--- config.mk ---
export PLATFORM = sky130hd
export DESIGN_NAME = chord_key_resolver_flat
export DESIGN_NICKNAME = d
export VERILOG_FILES = /design/src/rtl/ckr_pkg.sv /design/src/rtl/ckr_req_if.sv /design/src/rtl/ckr_rsp_if.sv /design/src/rtl/ckr_csr_if.sv /design/src/rtl/chord_key_resolver.sv /design/src/rtl/ckr_resolver.sv /design/src/rtl/ckr_serializer.sv /design/src/flat_wrapper.sv
export VERILOG_INCLUDE_DIRS = /design/src /design/src/rtl
export SDC_FILE = /design/constraint.sdc
export NUM_CORES = 1
export LEC_CHECK = 0
export BUFFER_PORTS_ARGS = -buffer_cell sky130_fd_sc_hd__buf_4
export CORE_MARGIN = 2
export CORE_UTILIZATION = 60
export DETAILED_ROUTE_END_ITERATION = 16
export HOLD_SLACK_MARGIN = 0.05
export PLACE_DENSITY = 0.92
export SYNTH_ARGS = -nofsm -noshare
export SYNTH_HDL_FRONTEND = slang
export SYNTH_SLANG_ARGS = --single-unit
--- constraint.sdc ---
create_clock -name clock -period 14.55 [get_ports clock]
set_input_delay 4.365 -clock clock [delete_from_list [all_inputs] [get_ports clock]]
set_output_delay 4.365 -clock clock [all_outputs]
set_load 0.005 [all_outputs]
--- src/rtl/chord_key_resolver_assert.svh ---
// Assertion macros for the chord key resolver RTL, included by ckr_serializer.
// Each macro expands to one labeled concurrent assertion that is disabled during reset.
`ifndef CHORD_KEY_RESOLVER_ASSERT_SVH
`define CHORD_KEY_RESOLVER_ASSERT_SVH

// Same-cycle implication: the consequent must hold in the cycle of the antecedent.
`define CKR_ASSERT_IMPL(label, clk, rst, ante, cons, msg) \
   label: assert property (@(posedge clk) disable iff (rst) (ante) |-> (cons)) \
      else $error(msg);

// Next-cycle implication: the consequent must hold in the cycle after the antecedent.
`define CKR_ASSERT_NEXT(label, clk, rst, ante, cons, msg) \
   label: assert property (@(posedge clk) disable iff (rst) (ante) |=> (cons)) \
      else $error(msg);

`endif

--- src/rtl/ckr_pkg.sv ---
package ckr_pkg;

   // Grid and note range constants.
   localparam int unsigned NUM_COLS    = 12;
   localparam int unsigned ADD9_OFFSET = 14;
   localparam int unsigned NOTE_MAX    = 127;
   localparam logic [6:0]  BASE_ROOT_RESET = 7'd48;

   typedef logic [NUM_COLS-1:0] col_mask_type;

   // Chord type codes as they appear on the result channel.
   typedef enum logic [3:0] {
      CHORD_MAJOR  = 4'd0,
      CHORD_MINOR  = 4'd1,
      CHORD_DOM7   = 4'd2,
      CHORD_MAJ7   = 4'd3,
      CHORD_MIN7   = 4'd4,
      CHORD_DIM    = 4'd5,
      CHORD_DIM7   = 4'd6,
      CHORD_AUG    = 4'd7,
      CHORD_SUS4   = 4'd8,
      CHORD_SUS2   = 4'd9,
      CHORD_MIN7B5 = 4'd10
   } chord_type_type;

   // Signed note arithmetic covers -96 .. 236 before clamping.
   typedef logic signed [8:0] note_calc_type;

   // One captured key snapshot.
   typedef struct packed {
      col_mask_type       major_keys;
      col_mask_type       minor_keys;
      col_mask_type       seventh_keys;
      logic               backtick_held;
      logic signed [3:0]  octave_shift;
   } req_item_type;

   // A resolved chord, ready to be serialized into notes.
   typedef struct packed {
      logic           found;
      logic [3:0]     root_class;
      chord_type_type chord_type;
      logic           add_ninth;
      note_calc_type  root;
      logic [1:0]     last_index;
   } chord_desc_type;

   // One result item.
   typedef struct packed {
      logic           found;
      logic [3:0]     root_class;
      chord_type_type chord_type;
      logic           add_ninth;
      logic [6:0]     note;
      logic           last;
   } rsp_item_type;

   // Root pitch class of each column, in circle-of-fifths order starting at D flat.
   function automatic logic [3:0] column_pitch_class(input logic [3:0] col);
      logic [3:0] pc;
      case (col)
         4'd0:    pc = 4'd1;
         4'd1:    pc = 4'd8;
         4'd2:    pc = 4'd3;
         4'd3:    pc = 4'd10;
         4'd4:    pc = 4'd5;
         4'd5:    pc = 4'd0;
         4'd6:    pc = 4'd7;
         4'd7:    pc = 4'd2;
         4'd8:    pc = 4'd9;
         4'd9:    pc = 4'd4;
         4'd10:   pc = 4'd11;
         4'd11:   pc = 4'd6;
         default: pc = 4'd0;
      endcase
      return pc;
   endfunction

   // Intervals above the root, one nibble per chord tone, lowest tone in the low nibble.
   function automatic logic [15:0] chord_intervals(input chord_type_type ctype);
      logic [15:0] ivs;
      case (ctype)
         CHORD_MAJOR:  ivs = 16'h0740;
         CHORD_MINOR:  ivs = 16'h0730;
         CHORD_DOM7:   ivs = 16'hA740;
         CHORD_MAJ7:   ivs = 16'hB740;
         CHORD_MIN7:   ivs = 16'hA730;
         CHORD_DIM:    ivs = 16'h0630;
         CHORD_DIM7:   ivs = 16'h9630;
         CHORD_AUG:    ivs = 16'h0840;
         CHORD_SUS4:   ivs = 16'h0750;
         CHORD_SUS2:   ivs = 16'h0720;
         CHORD_MIN7B5: ivs = 16'hA630;
         default:      ivs = 16'h0000;
      endcase
      return ivs;
   endfunction

   // Index of the final chord tone, before any added ninth.
   function automatic logic [1:0] chord_last_index(input chord_type_type ctype);
      logic [1:0] idx;
      case (ctype)
         CHORD_DOM7, CHORD_MAJ7, CHORD_MIN7, CHORD_DIM7, CHORD_MIN7B5: idx = 2'd3;
         default: idx = 2'd2;
      endcase
      return idx;
   endfunction

endpackage

--- src/rtl/ckr_req_if.sv ---
interface ckr_req_if;
   logic                   valid;
   logic                   ready;
   ckr_pkg::col_mask_type  major_keys;
   ckr_pkg::col_mask_type  minor_keys;
   ckr_pkg::col_mask_type  seventh_keys;
   logic                   backtick_held;
   logic signed [3:0]      octave_shift;

   modport source (
      output valid, major_keys, minor_keys, seventh_keys, backtick_held, octave_shift,
      input  ready
   );
   modport sink (
      input  valid, major_keys, minor_keys, seventh_keys, backtick_held, octave_shift,
      output ready
   );
endinterface

--- src/rtl/ckr_rsp_if.sv ---
interface ckr_rsp_if;
   logic                    valid;
   logic                    ready;
   logic                    found;
   logic [3:0]              root_class;
   logic [3:0]              chord_type;
   logic                    add_ninth;
   logic [6:0]              note;
   logic                    last;

   modport source (
      output valid, found, root_class, chord_type, add_ninth, note, last,
      input  ready
   );
   modport sink (
      input  valid, found, root_class, chord_type, add_ninth, note, last,
      output ready
   );
endinterface

--- src/rtl/ckr_csr_if.sv ---
interface ckr_csr_if;
   logic       valid;
   logic       ready;
   logic [6:0] base_root_note;

   modport source (
      output valid, base_root_note,
      input  ready
   );
   modport sink (
      input  valid, base_root_note,
      output ready
   );
endinterface

--- src/rtl/chord_key_resolver.sv ---
// Chord key resolver.
// req_bus carries one key snapshot per transfer: major, minor and seventh column
// bitmaps, the backtick modifier and a signed octave shift. rsp_bus returns the
// chord's notes in ascending order, one transfer per note, with last set on the
// final one; a snapshot that names no chord yields one transfer with found cleared.
// csr_bus writes base_root_note and is always ready; write it only while idle.
// The first note of a snapshot passes the input, chord and output registers in turn.
// Throughput: one note per cycle while the receiver does not stall, so a snapshot
// spans one to four transfers on the result side, set by the note count of its
// chord, which the single output register shifts out one tone at a time. A new
// snapshot is taken while the previous chord is still being emitted.
// Reset clears all valid flags and sets base_root_note to 48.
// When the receiver stalls, the output register holds its note, the chord
// register holds its place, and once the input register is full req_bus.ready
// drops until the stall clears.
module chord_key_resolver (
   input  logic         clock,
   input  logic         reset,
   ckr_req_if.sink      req_bus,
   ckr_rsp_if.source    rsp_bus,
   ckr_csr_if.sink      csr_bus
);

   logic                    in_valid_ff;
   logic                    in_valid_in;
   ckr_pkg::req_item_type   in_item_ff;
   ckr_pkg::req_item_type   in_item_in;
   logic [6:0]              base_ff;
   logic [6:0]              base_in;

   logic                    req_transfer;
   logic                    ser_ready;
   ckr_pkg::chord_desc_type desc;
   ckr_pkg::rsp_item_type   out_item;
   logic                    out_valid;

   // Input register: refills as soon as its snapshot moves on.
   always_comb begin
      req_bus.ready = !in_valid_ff || ser_ready;
      req_transfer  = req_bus.valid && req_bus.ready;
      in_valid_in   = req_transfer || (in_valid_ff && !ser_ready);
      in_item_in    = in_item_ff;
      if (req_transfer) begin
         in_item_in.major_keys    = req_bus.major_keys;
         in_item_in.minor_keys    = req_bus.minor_keys;
         in_item_in.seventh_keys  = req_bus.seventh_keys;
         in_item_in.backtick_held = req_bus.backtick_held;
         in_item_in.octave_shift  = req_bus.octave_shift;
      end
   end

   // Configuration register.
   always_comb begin
      csr_bus.ready = 1'b1;
      base_in       = csr_bus.valid ? csr_bus.base_root_note : base_ff;
   end

   always_ff @(posedge clock) begin
      if (reset) begin
         in_valid_ff <= 1'b0;
         base_ff     <= ckr_pkg::BASE_ROOT_RESET;
      end else begin
         in_valid_ff <= in_valid_in;
         base_ff     <= base_in;
      end
   end

   always_ff @(posedge clock) begin
      in_item_ff <= in_item_in;
   end

   ckr_resolver u_resolver (
      .item           (in_item_ff),
      .base_root_note (base_ff),
      .desc           (desc)
   );

   ckr_serializer u_serializer (
      .clock     (clock),
      .reset     (reset),
      .in_valid  (in_valid_ff),
      .in_desc   (desc),
      .in_ready  (ser_ready),
      .out_valid (out_valid),
      .out_item  (out_item),
      .out_ready (rsp_bus.ready)
   );

   // Result channel driven straight from the output register.
   always_comb begin
      rsp_bus.valid      = out_valid;
      rsp_bus.found      = out_item.found;
      rsp_bus.root_class = out_item.root_class;
      rsp_bus.chord_type = out_item.chord_type;
      rsp_bus.add_ninth  = out_item.add_ninth;
      rsp_bus.note       = out_item.note;
      rsp_bus.last       = out_item.last;
   end

endmodule

--- src/rtl/ckr_resolver.sv ---
module ckr_resolver (
   input  ckr_pkg::req_item_type   item,
   input  logic [6:0]              base_root_note,
   output ckr_pkg::chord_desc_type desc
);

   ckr_pkg::col_mask_type   cols;
   logic                    single_col;
   logic [3:0]              first_col;
   logic                    ma_here;
   logic                    mi_here;
   logic                    se_here;
   logic [10:0]             sus_hits;
   logic [10:0]             add_hits;
   logic [10:0]             sus_low;
   logic [10:0]             add_low;
   logic [3:0]              sus_col;
   logic [3:0]              add_col;
   logic                    found;
   logic [3:0]              col;
   ckr_pkg::chord_type_type ctype;
   logic                    add9;
   logic [3:0]              pc;
   ckr_pkg::note_calc_type  oct_ext;
   ckr_pkg::note_calc_type  oct_offset;
   ckr_pkg::note_calc_type  root;

   // Priority of quality combinations when one column is held.
   function automatic ckr_pkg::chord_type_type single_type(input logic ma, input logic mi,
                                                           input logic se);
      ckr_pkg::chord_type_type t;
      if (ma && mi && se) begin
         t = ckr_pkg::CHORD_AUG;
      end else if (ma && se) begin
         t = ckr_pkg::CHORD_MAJ7;
      end else if (mi && se) begin
         t = ckr_pkg::CHORD_MIN7;
      end else if (ma && mi) begin
         t = ckr_pkg::CHORD_DIM;
      end else if (se) begin
         t = ckr_pkg::CHORD_DOM7;
      end else if (mi) begin
         t = ckr_pkg::CHORD_MINOR;
      end else begin
         t = ckr_pkg::CHORD_MAJOR;
      end
      return t;
   endfunction

   // Held columns, whether exactly one is held, and which one.
   always_comb begin
      cols       = item.major_keys | item.minor_keys | item.seventh_keys;
      single_col = (cols != '0) && ((cols & (cols - 12'd1)) == '0);
      first_col  = 4'd0;
      for (int i = 0; i < ckr_pkg::NUM_COLS; i++) begin
         first_col = first_col | (cols[i] ? 4'(i) : 4'd0);
      end
      ma_here = |(item.major_keys & cols);
      mi_here = |(item.minor_keys & cols);
      se_here = |(item.seventh_keys & cols);
   end

   // Pairings of a major key with a seventh or minor key in the column to its left.
   // The lowest pairing wins, so isolate the lowest set bit and encode it.
   always_comb begin
      sus_hits = item.major_keys[11:1] & item.seventh_keys[10:0];
      add_hits = item.major_keys[11:1] & item.minor_keys[10:0];
      sus_low  = sus_hits & (~sus_hits + 11'd1);
      add_low  = add_hits & (~add_hits + 11'd1);
      sus_col  = 4'd0;
      add_col  = 4'd0;
      for (int i = 0; i < ckr_pkg::NUM_COLS - 1; i++) begin
         sus_col = sus_col | (sus_low[i] ? 4'(i + 1) : 4'd0);
         add_col = add_col | (add_low[i] ? 4'(i + 1) : 4'd0);
      end
   end

   // Chord selection.
   always_comb begin
      found = 1'b0;
      col   = 4'd0;
      ctype = ckr_pkg::CHORD_MAJOR;
      add9  = 1'b0;
      if (single_col) begin
         found = 1'b1;
         col   = first_col;
         if (item.backtick_held && cols[0] && item.major_keys[0]) begin
            ctype = ckr_pkg::CHORD_SUS4;
         end else if (item.backtick_held && cols[0] && item.minor_keys[0]) begin
            ctype = ckr_pkg::CHORD_MAJOR;
            add9  = 1'b1;
         end else begin
            ctype = single_type(ma_here, mi_here, se_here);
         end
      end else if (|sus_hits) begin
         found = 1'b1;
         col   = sus_col;
         ctype = ckr_pkg::CHORD_SUS4;
      end else if (|add_hits) begin
         found = 1'b1;
         col   = add_col;
         ctype = ckr_pkg::CHORD_MAJOR;
         add9  = 1'b1;
      end
   end

   // Root note: base plus pitch class plus twelve semitones per octave.
   always_comb begin
      pc         = ckr_pkg::column_pitch_class(col);
      oct_ext    = {{5{item.octave_shift[3]}}, item.octave_shift};
      oct_offset = (oct_ext <<< 3) + (oct_ext <<< 2);
      root       = $signed({2'b00, base_root_note}) + $signed({5'b00000, pc}) + oct_offset;
   end

   // An empty result carries zeros in every field but last.
   always_comb begin
      if (found) begin
         desc.found      = 1'b1;
         desc.root_class = pc;
         desc.chord_type = ctype;
         desc.add_ninth  = add9;
         desc.root       = root;
         desc.last_index = add9 ? 2'd3 : ckr_pkg::chord_last_index(ctype);
      end else begin
         desc.found      = 1'b0;
         desc.root_class = 4'd0;
         desc.chord_type = ckr_pkg::CHORD_MAJOR;
         desc.add_ninth  = 1'b0;
         desc.root       = '0;
         desc.last_index = 2'd0;
      end
   end

endmodule

--- src/rtl/ckr_serializer.sv ---
`include "chord_key_resolver_assert.svh"

module ckr_serializer (
   input  logic                    clock,
   input  logic                    reset,
   input  logic                    in_valid,
   input  ckr_pkg::chord_desc_type in_desc,
   output logic                    in_ready,
   output logic                    out_valid,
   output ckr_pkg::rsp_item_type   out_item,
   input  logic                    out_ready
);

   ckr_pkg::chord_desc_type desc_ff;
   ckr_pkg::chord_desc_type desc_in;
   logic                    desc_valid_ff;
   logic                    desc_valid_in;
   logic [1:0]              idx_ff;
   logic [1:0]              idx_in;
   ckr_pkg::rsp_item_type   out_ff;
   ckr_pkg::rsp_item_type   out_in;
   logic                    out_valid_ff;
   logic                    out_valid_in;

   logic                    desc_last;
   logic                    out_load;
   logic                    desc_done;
   logic                    desc_load;
   logic [15:0]             ivs;
   logic [3:0]              interval;
   ckr_pkg::note_calc_type  note_sum;
   logic [6:0]              note_clamped;

   // Handshake between the chord holding register and the output register.
   always_comb begin
      desc_last = (idx_ff == desc_ff.last_index);
      out_load  = desc_valid_ff && (!out_valid_ff || out_ready);
      desc_done = out_load && desc_last;
      in_ready  = !desc_valid_ff || desc_done;
      desc_load = in_valid && in_ready;
   end

   // Note for the current tone, clamped to the MIDI range.
   always_comb begin
      ivs = ckr_pkg::chord_intervals(desc_ff.chord_type);
      if (desc_ff.add_ninth && (idx_ff == 2'd3)) begin
         interval = 4'(ckr_pkg::ADD9_OFFSET);
      end else begin
         interval = ivs[{idx_ff, 2'b00} +: 4];
      end
      note_sum = desc_ff.root + $signed({5'b00000, interval});
      if (note_sum < 0) begin
         note_clamped = 7'd0;
      end else if (note_sum > $signed(9'(ckr_pkg::NOTE_MAX))) begin
         note_clamped = 7'(ckr_pkg::NOTE_MAX);
      end else begin
         note_clamped = note_sum[6:0];
      end
   end

   // Next values of the holding register and the tone counter.
   always_comb begin
      desc_in       = desc_load ? in_desc : desc_ff;
      desc_valid_in = desc_load || (desc_valid_ff && !desc_done);
      if (desc_load) begin
         idx_in = 2'd0;
      end else if (out_load) begin
         idx_in = idx_ff + 2'd1;
      end else begin
         idx_in = idx_ff;
      end
   end

   // Next values of the output register.
   always_comb begin
      out_valid_in = out_load || (out_valid_ff && !out_ready);
      out_in       = out_ff;
      if (out_load) begin
         out_in.found      = desc_ff.found;
         out_in.root_class = desc_ff.root_class;
         out_in.chord_type = desc_ff.chord_type;
         out_in.add_ninth  = desc_ff.add_ninth;
         out_in.note       = note_clamped;
         out_in.last       = desc_last;
      end
   end

   always_ff @(posedge clock) begin
      if (reset) begin
         desc_valid_ff <= 1'b0;
         idx_ff        <= 2'd0;
         out_valid_ff  <= 1'b0;
      end else begin
         desc_valid_ff <= desc_valid_in;
         idx_ff        <= idx_in;
         out_valid_ff  <= out_valid_in;
      end
   end

   always_ff @(posedge clock) begin
      desc_ff <= desc_in;
      out_ff  <= out_in;
   end

   assign out_valid = out_valid_ff;
   assign out_item  = out_ff;

   // Checks on the tone sequencing.
   `CKR_ASSERT_IMPL(a_idx_bound, clock, reset, desc_valid_ff, idx_ff <= desc_ff.last_index, "tone index beyond chord size")
   `CKR_ASSERT_NEXT(a_idx_step, clock, reset, out_load && !desc_last, idx_ff == $past(idx_ff) + 2'd1, "tone index did not advance")
   `CKR_ASSERT_NEXT(a_last_frees, clock, reset, desc_done && !in_valid, !desc_valid_ff, "chord held after its last tone")
   `CKR_ASSERT_IMPL(a_empty_single, clock, reset, desc_valid_ff && !desc_ff.found, desc_ff.last_index == 2'd0, "empty result spans several tones")
   `CKR_ASSERT_IMPL(a_empty_zero, clock, reset, out_valid_ff && !out_ff.found, out_ff.last && (out_ff.note == 7'd0), "empty result not a single zero note")

endmodule
--- src/flat_wrapper.sv ---
// flat-port wrapper written by rule: the top's interface ports become plain ports
module chord_key_resolver_flat 
  (clock, reset, req_bus_valid, req_bus_major_keys, req_bus_minor_keys, req_bus_seventh_keys, req_bus_backtick_held, req_bus_octave_shift, req_bus_ready, rsp_bus_valid, rsp_bus_found, rsp_bus_root_class, rsp_bus_chord_type, rsp_bus_add_ninth, rsp_bus_note, rsp_bus_last, rsp_bus_ready, csr_bus_valid, csr_bus_base_root_note, csr_bus_ready);
  ckr_req_if req_bus_i ();
  ckr_rsp_if rsp_bus_i ();
  ckr_csr_if csr_bus_i ();
  input  logic clock;
  input  logic reset;
  input wire logic [$bits(req_bus_i.valid)-1:0] req_bus_valid;
  input wire logic [$bits(req_bus_i.major_keys)-1:0] req_bus_major_keys;
  input wire logic [$bits(req_bus_i.minor_keys)-1:0] req_bus_minor_keys;
  input wire logic [$bits(req_bus_i.seventh_keys)-1:0] req_bus_seventh_keys;
  input wire logic [$bits(req_bus_i.backtick_held)-1:0] req_bus_backtick_held;
  input wire logic [$bits(req_bus_i.octave_shift)-1:0] req_bus_octave_shift;
  output wire logic [$bits(req_bus_i.ready)-1:0] req_bus_ready;
  output wire logic [$bits(rsp_bus_i.valid)-1:0] rsp_bus_valid;
  output wire logic [$bits(rsp_bus_i.found)-1:0] rsp_bus_found;
  output wire logic [$bits(rsp_bus_i.root_class)-1:0] rsp_bus_root_class;
  output wire logic [$bits(rsp_bus_i.chord_type)-1:0] rsp_bus_chord_type;
  output wire logic [$bits(rsp_bus_i.add_ninth)-1:0] rsp_bus_add_ninth;
  output wire logic [$bits(rsp_bus_i.note)-1:0] rsp_bus_note;
  output wire logic [$bits(rsp_bus_i.last)-1:0] rsp_bus_last;
  input wire logic [$bits(rsp_bus_i.ready)-1:0] rsp_bus_ready;
  input wire logic [$bits(csr_bus_i.valid)-1:0] csr_bus_valid;
  input wire logic [$bits(csr_bus_i.base_root_note)-1:0] csr_bus_base_root_note;
  output wire logic [$bits(csr_bus_i.ready)-1:0] csr_bus_ready;
  assign req_bus_i.valid = req_bus_valid;
  assign req_bus_i.major_keys = req_bus_major_keys;
  assign req_bus_i.minor_keys = req_bus_minor_keys;
  assign req_bus_i.seventh_keys = req_bus_seventh_keys;
  assign req_bus_i.backtick_held = req_bus_backtick_held;
  assign req_bus_i.octave_shift = req_bus_octave_shift;
  assign req_bus_ready = req_bus_i.ready;
  assign rsp_bus_valid = rsp_bus_i.valid;
  assign rsp_bus_found = rsp_bus_i.found;
  assign rsp_bus_root_class = rsp_bus_i.root_class;
  assign rsp_bus_chord_type = rsp_bus_i.chord_type;
  assign rsp_bus_add_ninth = rsp_bus_i.add_ninth;
  assign rsp_bus_note = rsp_bus_i.note;
  assign rsp_bus_last = rsp_bus_i.last;
  assign rsp_bus_i.ready = rsp_bus_ready;
  assign csr_bus_i.valid = csr_bus_valid;
  assign csr_bus_i.base_root_note = csr_bus_base_root_note;
  assign csr_bus_ready = csr_bus_i.ready;
  chord_key_resolver u_core (.clock(clock), .reset(reset), .req_bus(req_bus_i), .rsp_bus(rsp_bus_i), .csr_bus(csr_bus_i));
endmodule
==> metrics.txt, run 1 <==
drt drc=0; Worst path most repeated cell=sky130_fd_sc_hd__buf_4; number of clock sinks=~100; count of final max-slew check failures=0; DP HPWL=about 8400 µm; wire per inst=between 15 and 20 µm; CP cell instances=buf_4 -> nand2b_1 -> a31oi_1 -> nand2_1 -> buf_4; Relative slew margins=between 20 and 30%; fin crit period=roughly 9700 ps; endpoints failing hold=0; Post-Synthesis Mean Instance Area=~12 µm²; CTS tree=done; setup TNS after final layout=0 ps; hold worst-path end=u_core.u_serializer.out_item[14]; vias after detailed routing=roughly 3900; highest net fanout along the worst path=4; die span in x=~100 µm; crit path DAT=approximately 5300 ps; number of vias per cell after detailed routing=6.02; worst reg2reg setup slack=about 8900 ps; number of buffers added on ports=72; worst hold path cell count=0; FILL cells=around 620; die footprint=9580 µm²; standard cell with the maximum stage delay on the critical path=sky130_fd_sc_hd__a31oi_1; area taken by flip-flops and latches=2820 µm²; # resized after CTS=0; cells taking the most area after synthesis=sky130_fd_sc_hd__edfxtp_1, sky130_fd_sc_hd__dfxtp_1, sky130_fd_sc_hd__ha_1; # setup viols final=0; worst reg2reg path endpoint=u_core.u_serializer.desc_ff[10]; type of origin of the critical path=input pin; total clock buffers created by CTS=9; predominant post-synthesis flop cell=sky130_fd_sc_hd__edfxtp_1; flip-flop and latch count after synthesis=101; setup repair after global routing missed its margin=false; maximum vdd drop=0.0636 mV; part of the cycle the worst path needs=66.6%; detailed router's first-iteration violation count=between 100 and 150; pin slew with the least headroom to its limit=roughly 1100 ps; area of the core region=8640 µm²; Worst Path Required=slightly above 10000 ps; Yosys warnings=0; post-synth top area share=roughly 45%; nets in the synthesized netlist=~530; RR Startpoint=u_core.in_item_ff[33]; Hold Buf Count CTS=0; Max clock buf depth=2; initial cell density of the core=between 60% and 70%; hold path startpoint=u_core.u_serializer.desc_ff[17]; antenna viol nets, final=0; post-detailed-routing wire length=around 11000 µm; kind of cell with the highest combined delay on the critical path=compound AO/OA/AOI/OAI gates; number of buffer and inverter instances along the worst setup path=2; standard-cell rows=34; Post-Syn Area=5290 µm²; timing-limited maximum frequency=0.103 GHz; Critical Setup Path Class=in2out; most frequent standard cell in the layout excluding fill and tap cells=sky130_fd_sc_hd__edfxtp_1; share of flip-flops with an asynchronous set or reset after synthesis=0%; clock transition time at the flip-flop clock pins of the worst setup and hold paths=~90 ps; worst min-delay path class=reg2reg; cell taking the most area after synthesis=sky130_fd_sc_hd__edfxtp_1; wire length of the first global-routing pass=between 15000 and 20000 µm; antenna violations before repair=0; vertical die dimension=97.9 µm; Final nets=around 610; I/O Pins=74; result of the run=finished clean; Post-Syn Instances=around 460; share of layout cells above drive strength 1=21.4%; final total power=around 0.00064 W; post-synthesis cell type count=64; clock insertion delay at the later pin of the skew report=370 ps; kind of end point of the critical path=primary output; Placer Congestion=0.920; sequential fraction of the synthesis area=53.4%; number of enable flip-flop cells after synthesis=80; deepest level of the CTS H-tree=3; max-capacitance violation count=0; leading cell types in the layout, fill and taps excluded=sky130_fd_sc_hd__edfxtp_1, sky130_fd_sc_hd__buf_4, sky130_fd_sc_hd__nor2_1, sky130_fd_sc_hd__nand2_1, sky130_fd_sc_hd__a21oi_1; footprint of the multi-input gates=2350 µm²; Post-CTS Setup Repair Bufs=0; 1st-pass router iterations=5; antenna diode count=0; Pwr Density=about 100 nW/µm²; Setup Skew=~11 ps; pin count of the biggest net entering global routing=42; via count of the first global-routing pass=between 3000 and 4000; r2r worst-path depth=21; layout overhead on the synthesized area=15.9%; Total GRT Usage=24.1%; delay of the slowest cell on the worst path=around 400 ps; Static Leak=between 2 and 2.5 nW; total congestion overflow=0; cell chosen for the clock root=sky130_fd_sc_hd__clkbuf_8
[power by group]
part / switching (W) / internal (W) / total [W] / leakage (nW)
clock: 0.0000964 / 0.0000796 / 0.000176 / 0.100
combinational: 0.0000551 / 0.0000523 / 0.000107 / 1.35
sequential: 0.0000176 / 0.000337 / 0.000355 / 0.919
[through the flow]
step	cell area [µm²]	util (%)	setup WS, ps	hold slack, ps	instances
floorplan	5290	-	5340	400	457
global placement	5940	68.7	4940	403	629
detailed placement	5940	68.7	4860	405	629
CTS	6130	70.9	4850	426	645
global route	6130	70.9	4710	448	645
finish	6130	70.9	4850	424	645
[routing by layer]
metal	routed length (µm)	global-route usage, %	part of all wire [%]	vias up
met5	0	0	0	-
met4	386	11.2	3.5	0
met3	579	5.08	5.2	29
met2	5830	43.3	53	155
met1	4290	27.4	39	1841
li1	-	-	-	1856
[synthesized netlist by cell type, types with 5 or more instances]
| master | number |
|---|---|
| sky130_fd_sc_hd__and3_1 | 5 |
| sky130_fd_sc_hd__clkbuf_1 | 5 |
| sky130_fd_sc_hd__nand2b_1 | 7 |
| sky130_fd_sc_hd__xnor2_1 | 11 |
| sky130_fd_sc_hd__nor3_1 | 20 |
| sky130_fd_sc_hd__a21oi_1 | 33 |
| sky130_fd_sc_hd__and2_1 | 12 |
| sky130_fd_sc_hd__ha_1 | 18 |
| sky130_fd_sc_hd__nand3_1 | 6 |
| sky130_fd_sc_hd__nor4_1 | 6 |
| sky130_fd_sc_hd__nor2b_1 | 10 |
| sky130_fd_sc_hd__mux2i_1 | 11 |
| sky130_fd_sc_hd__fa_1 | 6 |
| sky130_fd_sc_hd__edfxtp_1 | 80 |
| sky130_fd_sc_hd__nor2_1 | 34 |
| sky130_fd_sc_hd__a22oi_1 | 6 |
| sky130_fd_sc_hd__dfxtp_1 | 21 |
| sky130_fd_sc_hd__nand2_1 | 33 |
| sky130_fd_sc_hd__o21ai_0 | 13 |
| sky130_fd_sc_hd__a21o_1 | 5 |
| sky130_fd_sc_hd__inv_1 | 21 |
| sky130_fd_sc_hd__xor2_1 | 10 |
[worst register-to-register path: cells and delay by family (launching register included)]
family	cells	cell delay, ps
AOI/OAI and AO/OA	6	1490
muxes	1	310
buffers and inverters	1	120
DFF	1	510
xor gates and xnor gates	2	350
adders and majority gates	3	1030
and+or+nand+nor	8	1600
[layout make-up]
cell class / instances / area share (%)
clock buffer: 10 / 2.08
inverter: 22 / 1.35
tap: 108 / 2.21
clock inverter: 6 / 1.02
timing repair buffer: 73 / 8.95
multi-input combinational: 325 / 38.3
sequential: 101 / 46.1
[logic make-up after synthesis]
family,after synthesis,synth area share (%)
other,1,0.0710
XOR/XNOR,21,3.48
buffers and inverters,31,2.39
multiplexers,17,3.57
AND/OR/NAND/NOR,158,16.9
AO/OA/AOI/OAI,103,13.5
flip-flops,101,53.4
adder cells (fa/ha/maj),25,6.72
[flip-flops by register name, summed over array words and instances (netlist names)]
signal and flops:
u_core.u_serializer.ivs 9, u_core.u_serializer.out_valid 1, u_core.in_item_ff 41, u_core.in_valid_ff 1, u_core.u_serializer.idx_ff 2, u_core.u_serializer.desc_valid_ff 1, u_core.u_serializer.desc_ff 21, u_core.base_ff 7
u_core.u_serializer.out_item 18
[worst max-delay path by stage]
stage,cells past startpoint,slack (ps),from,end
4_1_cts,5,4850,rsp_bus_ready,req_bus_ready
6_report,5,4850,rsp_bus_ready,req_bus_ready
5_1_grt,5,4710,rsp_bus_ready,req_bus_ready
2_1_floorplan,3,5340,rsp_bus_ready,req_bus_ready
3_3_place_gp,5,4940,rsp_bus_ready,req_bus_ready
3_5_place_dp,5,4860,rsp_bus_ready,req_bus_ready
No activity file was read; power rests on OpenSTA's default activity.
==> run 2: changes to the inputs <==
--- a/config.mk
+++ b/config.mk
@@ -6,12 +6,13 @@
 export SDC_FILE = /design/constraint.sdc
 export NUM_CORES = 1
 export LEC_CHECK = 0
+export ABC_AREA = 1
 export BUFFER_PORTS_ARGS = -buffer_cell sky130_fd_sc_hd__buf_4
 export CORE_MARGIN = 2
-export CORE_UTILIZATION = 60
+export CORE_UTILIZATION = 58
 export DETAILED_ROUTE_END_ITERATION = 16
 export HOLD_SLACK_MARGIN = 0.05
-export PLACE_DENSITY = 0.92
+export PLACE_DENSITY = 0.89
 export SYNTH_ARGS = -nofsm -noshare
 export SYNTH_HDL_FRONTEND = slang
 export SYNTH_SLANG_ARGS = --single-unit
==> constraint.sdc (replaced) <==
create_clock -name clock -period 9.9 [get_ports clock]
set_input_delay 2.97 -clock clock [delete_from_list [all_inputs] [get_ports clock]]
set_output_delay 2.97 -clock clock [all_outputs]
set_load 0.005 [all_outputs]
==> run 2 against run 1 <==
Synthesized area grew 4.5%. Synthesized cell count grew 36%. Sequential share of layout area is 2.0 points lower. Clock skew rose by 5.6 ps. Critical path type unchanged. Largest cell class unchanged.
==> metrics.txt, run 2 <==
clock transition time at the flip-flop clock pins of the worst setup and hold paths=~90 ps; number of buffers added on ports=72; crit path DAT=approximately 3700 ps; type of origin of the critical path=input pin; share of flip-flops with an asynchronous set or reset after synthesis=0%; drt drc=0; worst setup slack after placement=between 3000 and 4000 ps; pin slew with the least headroom to its limit=roughly 860 ps; vias after detailed routing=4379; post-synthesis cell type count=39; antenna viol nets, final=0; part of the cycle the worst path needs=approximately 67%; standard-cell rows=35; share of layout cells above drive strength 1=19.8%; sequential fraction of the synthesis area=between 50% and 60%; delay of the slowest cell on the worst path=approximately 140 ps; timing-limited maximum frequency=0.151 GHz; predominant post-synthesis flop cell=sky130_fd_sc_hd__edfxtp_1; RR Startpoint=u_core.in_item_ff[13]; Post-Syn Instances=roughly 620; Worst Path Required=~6900 ps; cell taking the most area after synthesis=sky130_fd_sc_hd__edfxtp_1; leading cell types by count after synthesis=sky130_fd_sc_hd__nand2_1, sky130_fd_sc_hd__inv_1, sky130_fd_sc_hd__edfxtp_1; CTS tree=done; Worst path most repeated cell=sky130_fd_sc_hd__nand2_1; I/O Pins=74; Critical Setup Path Class=in2out; number of buffer and inverter instances along the worst setup path=4; CP cell instances=buf_4 -> inv_1 -> nand2_1 -> nand2_1 -> nand2_1 -> inv_2 -> nand2_1 -> buf_4; Post-Synthesis Mean Instance Area=just under 9 µm²; final worst-path setup slack=between 3000 and 4000 ps; Post-Syn Area=approximately 5500 µm²; result of the run=finished clean; die span in x=a little over 100 µm; maximum vdd drop=0.0814 mV; cells taking the most area after synthesis=sky130_fd_sc_hd__edfxtp_1, sky130_fd_sc_hd__nand2_1, sky130_fd_sc_hd__dfxtp_1; met2 track utilization from global routing=between 40% and 50%; Yosys warnings=0; post-layout utilization of the core=69.2%; highest net fanout along the worst path=3; layout overhead on the synthesized area=15.8%; worst reg2reg path endpoint=u_core.u_serializer.desc_ff[10]; endpoints failing hold=0; register name with the most flops=u_core.in_item_ff; Static Leak=2.94 nW; setup TNS after final layout=0 ps; wire length of the first global-routing pass=18600 µm; nets in the synthesized netlist=approximately 700; Hold Buf Count CTS=0; hold path startpoint=u_core.u_serializer.desc_ff[17]; deepest level of the CTS H-tree=3; flip-flop count of the largest register after layout=41; busiest metal layer after global routing=met2; met3 track utilization from global routing=between 3 and 4%; Max clock buf depth=2; number of enable flip-flop cells after synthesis=80; detailed router's first-iteration violation count=approximately 280; Post-CTS Setup Repair Bufs=0; hold worst-path end=u_core.u_serializer.out_item[14]; fin crit period=approximately 6600 ps; Total GRT Usage=around 23%; placed instance count=819; cell chosen for the clock root=sky130_fd_sc_hd__clkbuf_8; leading cell types in the layout, fill and taps excluded=sky130_fd_sc_hd__nand2_1, sky130_fd_sc_hd__inv_1, sky130_fd_sc_hd__edfxtp_1, sky130_fd_sc_hd__buf_4, sky130_fd_sc_hd__nor2_1; Setup Skew=~16 ps; total clock buffers created by CTS=9; standard cell with the maximum stage delay on the critical path=sky130_fd_sc_hd__buf_4; worst min-delay path class=reg2reg; Placer Congestion=~0.93; DP HPWL=between 8000 and 9000 µm; kind of end point of the critical path=primary output; post-synth top area share=43.5%; flip-flop and latch count after synthesis=101; total congestion overflow=0; fraction of met1 tracks used by global routing=a little over a quarter; # setup viols final=0; setup repair after global routing missed its margin=false; pin count of the biggest net entering global routing=42; antenna violations before repair=0; most frequent standard cell in the layout excluding fill and tap cells=sky130_fd_sc_hd__nand2_1; count of final max-slew check failures=0; post-detailed-routing wire length=approximately 11000 µm; Pwr Density=~150 nW/µm²; kind of cell with the highest combined delay on the critical path=buffers and inverters; worst hold path cell count=0; number of clock sinks=between 100 and 150; initial cell density of the core=59.8%; number of vias per cell after detailed routing=between 5 and 6; via count of the first global-routing pass=between 4000 and 5000; Finished Layout Cells=835; 1st-pass router iterations=5; wire per inst=13.3 µm; clock insertion delay at the later pin of the skew report=~370 ps; r2r worst-path depth=29; final total power=0.000947 W; # resized after CTS=0; worst reg2reg setup slack=4840 ps; vertical die dimension=approximately 100 µm; die footprint=a little over 10000 µm²; Relative slew margins=a little over two fifths; area of the core region=between 9000 and 10000 µm²; antenna diode count=0; Final nets=approximately 780; most numerous cell in the Yosys netlist=sky130_fd_sc_hd__nand2_1; max-capacitance violation count=0
==> run 2: changes by cell type in the layout (fill, tap and decap cells not counted), sizes merged, moves of 7 or more <==
cell | previous run | this run
nor4 | 12 | 2
nand2b | 7 | 0
and2 | 12 | 0
nand4 | 4 | 12
mux2i | 11 | 0
nor2b | 10 | 0
nand2 | 33 | 169
nor2 | 34 | 71
nand3 | 6 | 51
inv | 23 | 99
nor3 | 23 | 7
xnor2 | 11 | 4
==> run 2: kinds of logic after synthesis <==
logic type / Yosys count / synth area share, %
buffers and inverters: 101 / 7.09
other: 1 / 0.0679
AO/OA/AOI/OAI: 61 / 6.36
adder cells (fa/ha/maj): 24 / 6.25
flip-flops: 101 / 51.1
XOR/XNOR: 12 / 1.90
AND/OR/NAND/NOR: 322 / 27.2
==> run 2: cell type report <==
class                   instances  area, µm²
inverters                      96        360
clock buffers                   9        124
flip-flops and latches        101       2820
multi-input cells             420       2310
clock inverters                 7       71.3
well taps                     129        161
fillers                       686       2840
repair buffers                 73        548
==> run 2: worst max path at each step <==
stage                        from            end  cells after the start
CTS                 rsp_bus_ready  req_bus_ready                      8
global placement    rsp_bus_ready  req_bus_ready                      8
global route        rsp_bus_ready  req_bus_ready                      8
detailed placement  rsp_bus_ready  req_bus_ready                      8
finish              rsp_bus_ready  req_bus_ready                      8
floorplan           rsp_bus_ready  req_bus_ready                      6
==> run 2: power breakdown <==
group	internal (W)	switching, W	total, W	leakage (nW)
sequential	0.000495	0.0000160	0.000511	0.941
combinational	0.0000716	0.000104	0.000175	1.90
clock	0.000118	0.000142	0.000261	0.104
==> run 2: metrics by stage <==
step	area, µm²	hold WS [ps]
final	6400	434
after global routing	6400	449
after CTS	6400	437
after detailed placement	6200	421
after global placement	6200	405
after floorplan	5530	400
==> run 2: layer usage <==
layer  routed length [µm]  vias to the layer above
li1                     -                     2191
met1                 4500                     2003
met2                 5760                      153
met3                  469                       32
met4                  339                        0
met5                    0                        -
==> run 3: changes to the inputs <==
--- a/config.mk
+++ b/config.mk
@@ -9,10 +9,10 @@
 export ABC_AREA = 1
 export BUFFER_PORTS_ARGS = -buffer_cell sky130_fd_sc_hd__buf_4
 export CORE_MARGIN = 2
-export CORE_UTILIZATION = 58
+export CORE_UTILIZATION = 52
 export DETAILED_ROUTE_END_ITERATION = 16
 export HOLD_SLACK_MARGIN = 0.05
-export PLACE_DENSITY = 0.89
+export PLACE_DENSITY = 0.85
 export SYNTH_ARGS = -nofsm -noshare
 export SYNTH_HDL_FRONTEND = slang
 export SYNTH_SLANG_ARGS = --single-unit
==> constraint.sdc (replaced) <==
create_clock -name clock -period 5.31 [get_ports clock]
set_input_delay 1.593 -clock clock [delete_from_list [all_inputs] [get_ports clock]]
set_output_delay 1.593 -clock clock [all_outputs]
set_load 0.005 [all_outputs]
==> run 3 against run 2 <==
Clock skew down 4.3 ps. Die area rose by 11%. Combinational power is 88% higher. Clock-buffer cell count unchanged. Sequential cell count stayed put. Core utilization is 6.9 points lower. Sequential power is 86% higher. Wire length rose by 4.1%. First-iteration DRC count shrank 12%. Sequential share of layout area is 0.26 points lower.
==> metrics.txt, run 3 (synthesized netlist as in run 2, its figures left out) <==
layout overhead on the synthesized area=16.5%; wire length of the first global-routing pass=between 15000 and 20000 µm; via count of the first global-routing pass=about 4300; Critical Setup Path Class=reg2reg; leading cell types in the layout, fill and taps excluded=sky130_fd_sc_hd__nand2_1, sky130_fd_sc_hd__inv_1, sky130_fd_sc_hd__edfxtp_1, sky130_fd_sc_hd__buf_4, sky130_fd_sc_hd__nor2_1; number of vias per cell after detailed routing=~5.1; count of final max-slew check failures=0; final design area excluding fillers=roughly 6400 µm²; clock transition time at the flip-flop clock pins of the worst setup and hold paths=100 ps; part of the cycle the worst path needs=approximately 94%; Relative slew margins=between 40 and 50%; Placer Congestion=0.885; initial cell density of the core=53.5%; die span in x=between 100 and 150 µm; 1st-pass router iterations=6; register name with the most flops=u_core.in_item_ff; worst hold margin=roughly 430 ps; r2r worst-path depth=27; cell chosen for the clock root=sky130_fd_sc_hd__clkbuf_8; antenna viol nets, final=0; pin slew with the least headroom to its limit=about 850 ps; die footprint=11500 µm²; number of clock sinks=101; maximum vdd drop=~0.16 mV; share of layout cells above drive strength 1=approximately a fifth; worst hold path cell count=0; vertical die dimension=between 100 and 150 µm; final total power=around 0.0017 W; FILL cells=between 800 and 900; flip-flop count of the largest register after layout=41; area of the core region=10300 µm²; Pwr Density=about 270 nW/µm²; total congestion overflow=0; most frequent standard cell in the layout excluding fill and tap cells=sky130_fd_sc_hd__nand2_1; worst min-delay path class=reg2reg; Final nets=781; Static Leak=around 3 nW; fin crit period=approximately 5000 ps; clock insertion delay at the later pin of the skew report=approximately 370 ps; CTS tree=done; antenna violations before repair=0; deepest level of the CTS H-tree=3; max-capacitance violation count=0; kind of end point of the critical path=flip-flop; I/O Pins=between 70 and 80; vias after detailed routing=approximately 4300; number of buffers added on ports=72; DP HPWL=9150 µm; type of origin of the critical path=flip-flop; standard-cell rows=37; Setup Skew=around 12 ps; crit path DAT=about 5100 ps; drt drc=0; Worst Path Required=approximately 5500 ps; total clock buffers created by CTS=9; endpoints failing hold=0; Total GRT Usage=roughly a fifth; # setup viols final=0; timing-limited maximum frequency=about 0.2 GHz; wire per inst=approximately 14 µm; Max clock buf depth=2; Cell Area, Placed=between 6000 and 7000 µm²; Hold Buf Count CTS=0; antenna diode count=0; detailed router's first-iteration violation count=around 250; result of the run=finished clean; pin count of the biggest net entering global routing=42; highest net fanout along the worst path=7; post-layout utilization of the core=around 62%; post-detailed-routing wire length=11500 µm
-- run 3: repair_timing --
item / CTS / global route
setup buffers: 0 / 3
resized for setup: 0 / 7
endpoints found under the setup margin: 0 / 1
-- run 3: path summary, 6_finish.rpt --
check / startpoint / endpoint / slack [ps]
setup reg to reg: u_core.in_item_ff[24] / u_core.u_serializer.desc_ff[10] / 300
setup / recovery: u_core.in_item_ff[24] / u_core.u_serializer.desc_ff[10] / 300
hold reg to reg: u_core.u_serializer.desc_ff[16] / u_core.u_serializer.out_item[13] / 430
hold / removal: u_core.u_serializer.desc_ff[16] / u_core.u_serializer.out_item[13] / 430
-- run 3: cell type report --
class,instances,area [µm²],share of cell area (%)
flip-flops and latches,101,2820,43.9
multi-input cells,420,2330,36.3
repair buffers,76,571,8.86
inverters,96,360,5.60
well taps,136,170,2.64
clock buffers,9,124,1.92
clock inverters,7,55.1,0.855
-- run 3: metal layers --
| metal | track usage, % | up-vias | wire [µm] |
|---|---|---|---|
| met1 | 23.2 | 1983 | 4620 |
| met3 | 4.01 | 21 | 464 |
| met4 | 10.5 | 0 | 299 |
| met2 | 38.8 | 112 | 6140 |
| met5 | 0 | - | 0 |
| li1 | - | 2198 | - |
-- run 3: worst max-delay path, cell delays in order (launching register included) --
cell and delay [ps]:
sky130_fd_sc_hd__edfxtp_1 450, sky130_fd_sc_hd__nor2_1 130, sky130_fd_sc_hd__nand2_1 160, sky130_fd_sc_hd__nor2_2 160, sky130_fd_sc_hd__nand2_2 110, sky130_fd_sc_hd__o21ai_1 210
sky130_fd_sc_hd__nand3_1 160, sky130_fd_sc_hd__nor2_4 220, sky130_fd_sc_hd__nand2_2 100, sky130_fd_sc_hd__o21ai_2 170, sky130_fd_sc_hd__nand2_2 90, sky130_fd_sc_hd__o21a_1 120
sky130_fd_sc_hd__ha_1 330, sky130_fd_sc_hd__a21oi_1 150, sky130_fd_sc_hd__nand2_1 100, sky130_fd_sc_hd__a21oi_1 140, sky130_fd_sc_hd__nor2_1 80, sky130_fd_sc_hd__xor2_1 150
sky130_fd_sc_hd__fa_1 490, sky130_fd_sc_hd__inv_1 40, sky130_fd_sc_hd__ha_1 340, sky130_fd_sc_hd__a21oi_1 180, sky130_fd_sc_hd__inv_1 70, sky130_fd_sc_hd__a31oi_2 180
sky130_fd_sc_hd__nor2_1 70, sky130_fd_sc_hd__o21bai_1 170, sky130_fd_sc_hd__or2_2 140, sky130_fd_sc_hd__a21oi_1 50
-- run 3: report_power, final --
group          internal [W]  switching (W)  total, W
clock              0.000177       0.000278  0.000455
sequential         0.000922      0.0000297  0.000952
combinational      0.000136       0.000194  0.000329
total               0.00124       0.000501   0.00174
-- run 3: stage by stage --
stage	std cells	setup TNS, ps	setup WS, ps
finish	845	0	305
global route	845	-18.7	-18.7
CTS	842	0	323
detailed placement	826	0	357
global placement	826	0	615
floorplan	622	0	911
